==> src/hdl/wgha_ram.sv <==
// ----------------------------------------------------------------------------
// wgha_ram
// generic single write, single read ram with registered read data
// ----------------------------------------------------------------------------
module wgha_ram #(
	parameter int WIDTH = 8,
	parameter int DEPTH = 16
) (
	input  logic                     clk,
	input  logic                     wr_en,
	input  logic [$clog2(DEPTH)-1:0] wr_addr,
	input  logic [WIDTH-1:0]         wr_data,
	input  logic                     rd_en,
	input  logic [$clog2(DEPTH)-1:0] rd_addr,
	output logic [WIDTH-1:0]         rd_data
);

	logic [WIDTH-1:0] mem_q [DEPTH];

	always_ff @(posedge clk) begin
		if (wr_en) begin
			mem_q[wr_addr] <= wr_data;
		end
		if (rd_en) begin
			rd_data <= mem_q[rd_addr];
		end
	end

endmodule

==> config.mk <==
export PLATFORM = sky130hd
export DESIGN_NAME = wgha_ram
export DESIGN_NICKNAME = d
export VERILOG_FILES = /design/src/hdl/wgha_ram.sv
export SDC_FILE = /design/constraint.sdc
export NUM_CORES = 1
export LEC_CHECK = 0
export BUFFER_PORTS_ARGS = -buffer_cell sky130_fd_sc_hd__buf_2
export CELL_PAD_IN_SITES_DETAIL_PLACEMENT = 1
export CELL_PAD_IN_SITES_GLOBAL_PLACEMENT = 2
export CORE_MARGIN = 1.5
export CORE_UTILIZATION = 30
export CTS_BUF_LIST = sky130_fd_sc_hd__clkbuf_4
export CTS_CLUSTER_SIZE = 24
export DETAILED_ROUTE_END_ITERATION = 16
export PLACE_DENSITY = 0.59
export SLEW_MARGIN = 5
export SYNTH_ARGS = -nofsm -noshare
export SYNTH_HDL_FRONTEND = slang
export SYNTH_SLANG_ARGS = --single-unit
==> constraint.sdc <==
create_clock -name clk -period 3.8 [get_ports clk]
set_clock_uncertainty 0.15 [all_clocks]
set_input_delay 0.76 -clock clk [delete_from_list [all_inputs] [get_ports clk]]
set_output_delay 0.76 -clock clk [all_outputs]
set_load 0.01 [all_outputs]
; ---- Word-level counts from Yosys, hierarchy flattened
; Memories as Yosys holds them, arrays and structs flattened. A register that Yosys moved wholly into a read port is not among the register bits.
; Cells that the tools add are included.
[classes]
muxes = 2
[ops]
columns = cell, n
row1 = 1-bit 2-to-1 mux, 2
[word_totals]
reg_bits = 0
mem_bits_rw = 128
in_bits = 19
out_inout_bits = 8
elab_cells = 3
memories = 1
[mem_list]
columns = name, depth, word_bits, read_ports, rd_ports_with_merged_regs, write_ports, line
row1 = mem_q, 16, 8, 1, 1, 1, 18  ; logic [WIDTH-1:0] mem_q [DEPTH];

; ---- Depth between registers and ports, before layout
[depth]
word_depth = 2
depth_mapped = 5
ltp_nobuf = 3

; ---- Worst setup path after synthesis
; Ideal clock, no wire load.
[synth_timing]
path_type = input port to flip-flop
start = in wr_addr[2]
end = mem mem_q[0][0] (enable)
setup_ps = 383
arrival_time_ps = 1870
required_time_ps = 3267
setup_slack_ps = 1397
cell_stages = 2
path_buffers = 0
path_cell_list = or3b_2 nor3_1
[synth_rtl]
columns = item, line
row1 = "start, declared", 11  ; input logic [$clog2(DEPTH)-1:0] wr_addr,
row2 = "end, declared", 18
; Straight into the memory's write port.

==> impl_metrics.toml <==
[status]
status = "completed"

[layout]
seq_area_um2 = 4080
area_growth_pct = 15.0
fin_cells = 517
drive_gt1_frac = 0.302
fill_cells = 1720
multi_input_area_um2 = 1060
fin_area_um2 = 6010
nets = 297
fin_util = 0.350

[power_and_ir_drop]
leakage_uw = 0.00197
power.density_nw_per_um2 = 492
peakVddDrop_uv = 207

[place]
place.port_buffers = 26
dpl.hpwl_um = 7130
gp_congestion = 0.663
place_area_um2 = 5670
placedCellCount = 484
pre_cts_ws_ns = 0.965

[global_routing]
grt_pass1_vias = 2653
met1_usage = 0.187
grt_use_met3 = 0.0330
grt_pass1_wl_um = 17300
track_usage = 0.136
antenna_found_initial = 1
overflow = 0
grt_start_max_net_pins = 24
top_usage_layer = "met2"
grtUsageMet2 = 0.209

[setup_path]
cp_max_fo = 23
required_ns = 3.94
rr_startpoint = "mem_q[3][7]"
worstPathArrival_ns = 2.38
max_stage_delay_ns = 0.57
slowest_stage = "mux4_1"
r2r_cells = 3
crit_path_start_kind = "input pin"
rr_endpoint = "rd_data[7]"
path_cells = "buf_2, buf_12, mux4_1, a22oi_1, nand2_1"
ff2ff_setup_slack_ns = 2.03
criticalPathCategory = "input pin to flop"
endpoint_kind = "flop"

[yosys]
synth_cell_types = 18
syn_area_um2 = 5230
synth.area.top_cells = "edfxtp_1 78%, mux4_2 7.8%, mux4_1 7.0%, a22oi_1 2.3%, nor2_1 0.93%"
synth_top_cell_area_share = 0.781
synthCells = 229
yosysWarnings = 0
synth.largest_area_cell = "edfxtp_1"
syn_area_per_cell_um2 = 22.8
synth-seq-cells = 136
yosysSeqAreaShare = 0.781
synth_nets = 248

[worst_hold_path]
hold_depth = 1
hold_path_class = "input pin to flop"
hold_path_startpoint = "rd_en"
min_to = "rd_data[6]"

[timing]
final.setup.tns_ns = 0
period_needed_ns = 2.24
finalHoldViolations = 0
slew_headroom = 0.372
setup_viol = 0
finalCritPeriodShare = 0.589
worstMarginPinSlew_ns = 0.938
fin_ws_ns = 1.56
clock.fmax_mhz = 447
slew_violations = 0
rsz0062_at_grt = "no"

[drt]
viasPerCell = 4.80
wire_per_inst_um = 21.8
vias = 2483
postRouteAntennaNets = 0
drt_iter0_markers = 186
routed_wl_um = 11200
dr.pass1.iters = 4
drc = 0

[job]
maxCapViolCount = 0

[cts]
clk_pin_slew_ns = 0.12
hold_buffers = 0
cts_made_buffers = 17
cts-root-buf = "clkbuf_4"
htree_levels = 4
cts_resized = 0
clk_latency_ns = 0.54
cts.sinks = 136
cts_buffer_depth = 2
cts_tree = "built"
post_cts_buffers = 0

[floorplanning]
fp.dieH_um = 135
dieArea_um2 = 18200
initial_core_util = 0.304
ios = 27
fp-row-count = 48
core-area_um2 = 17200
die_w_um = 135
cell families after synthesis:
logic type | after synthesis | synth area share
DFF | 136 | 0.781
and+or+nand+nor | 35 | 0.0314
muxes | 32 | 0.148
AOI/OAI and AO/OA | 16 | 0.0230
buffers and inverters | 10 | 0.0165
cell usage in the layout, fill, tap and decap left out, drive strengths merged, types with 2 or more instances in the layout:
cell,Yosys,final
a22oi,16,16
buf,7,40
bufinv,0,5
clkbuf,0,18
clkinv,0,8
edfxtp,136,136
mux4,32,32
nand2,9,9
nand2b,2,2
nand3b,2,2
nor2,13,13
nor3,4,4
how the worst max path moves through the flow:
| stage | slack [ns] | cells past startpoint | start | to |
|---|---|---|---|---|
| after floorplan | 1.40 | 2 | wr_addr[2] | mem_q[0][0] |
| after global placement | 0.98 | 5 | rd_addr[0] | rd_data[5] |
| after detailed placement | 0.96 | 5 | rd_addr[0] | rd_data[5] |
| after CTS | 1.58 | 5 | rd_addr[0] | rd_data[5] |
| after global routing | 1.50 | 5 | rd_addr[0] | rd_data[5] |
| final | 1.56 | 5 | rd_addr[0] | rd_data[5] |
critical path: cells and delay by family:
family                 cells  cell delay (ns)
buffers and inverters      2             0.59
and+or+nand+nor            1             0.10
muxes                      1             0.57
AOI/OAI and AO/OA          1             0.33
cell usage after synthesis:
library cell	n
a22oi_1	16
nand2b_1	2
nor2_1	13
edfxtp_1	136
nand3_1	1
nand3b_1	2
buf_4	1
and2_1	1
buf_6	3
nor3_1	4
nor2b_1	1
and2b_1	1
nand2_1	9
or3b_2	1
mux4_2	18
buf_2	3
mux4_1	14
clkdlybuf4s25_2	3
per-layer routing:
layer / wire [um] / vias to the layer above / share of wire
met5: 0 / - / 0
met4: 197 / 0 / 0.018
met3: 356 / 15 / 0.032
met2: 5180 / 49 / 0.46
met1: 5520 / 1335 / 0.49
li1: - / 1084 / -
flip-flops by register name, summed over array words and instances, names as in the netlist:
signal,count
mem_q,128
rd_data,8
area by class of cell:
class                           instances  share of cell area
Antenna cell                            1            0.000416
Clock buffer                           18              0.0225
Multi-Input combinational cell         83               0.176
Sequential cell                       136               0.679
Tap cell                              225              0.0468
Timing Repair Buffer                   40              0.0412
Clock inverter                         14              0.0341
power by group:
group	total [uW]	internal, uW	leakage [uW]	switching, uW
sequential	1700	1690	0.00124	8.21
clock	1110	589	0.000179	517
combinational	158	63.1	0.000552	95.0
stage by stage:
step | power (uW) | hold WS, ns
after global routing | 3070 | 0.399
after detailed placement | 1890 | 0.593
after CTS | 3000 | 0.390
after global placement | 1890 | 0.576
final | 2960 | 0.432
after floorplan | 1820 | 0.555
(Power assumes the default switching activity.)
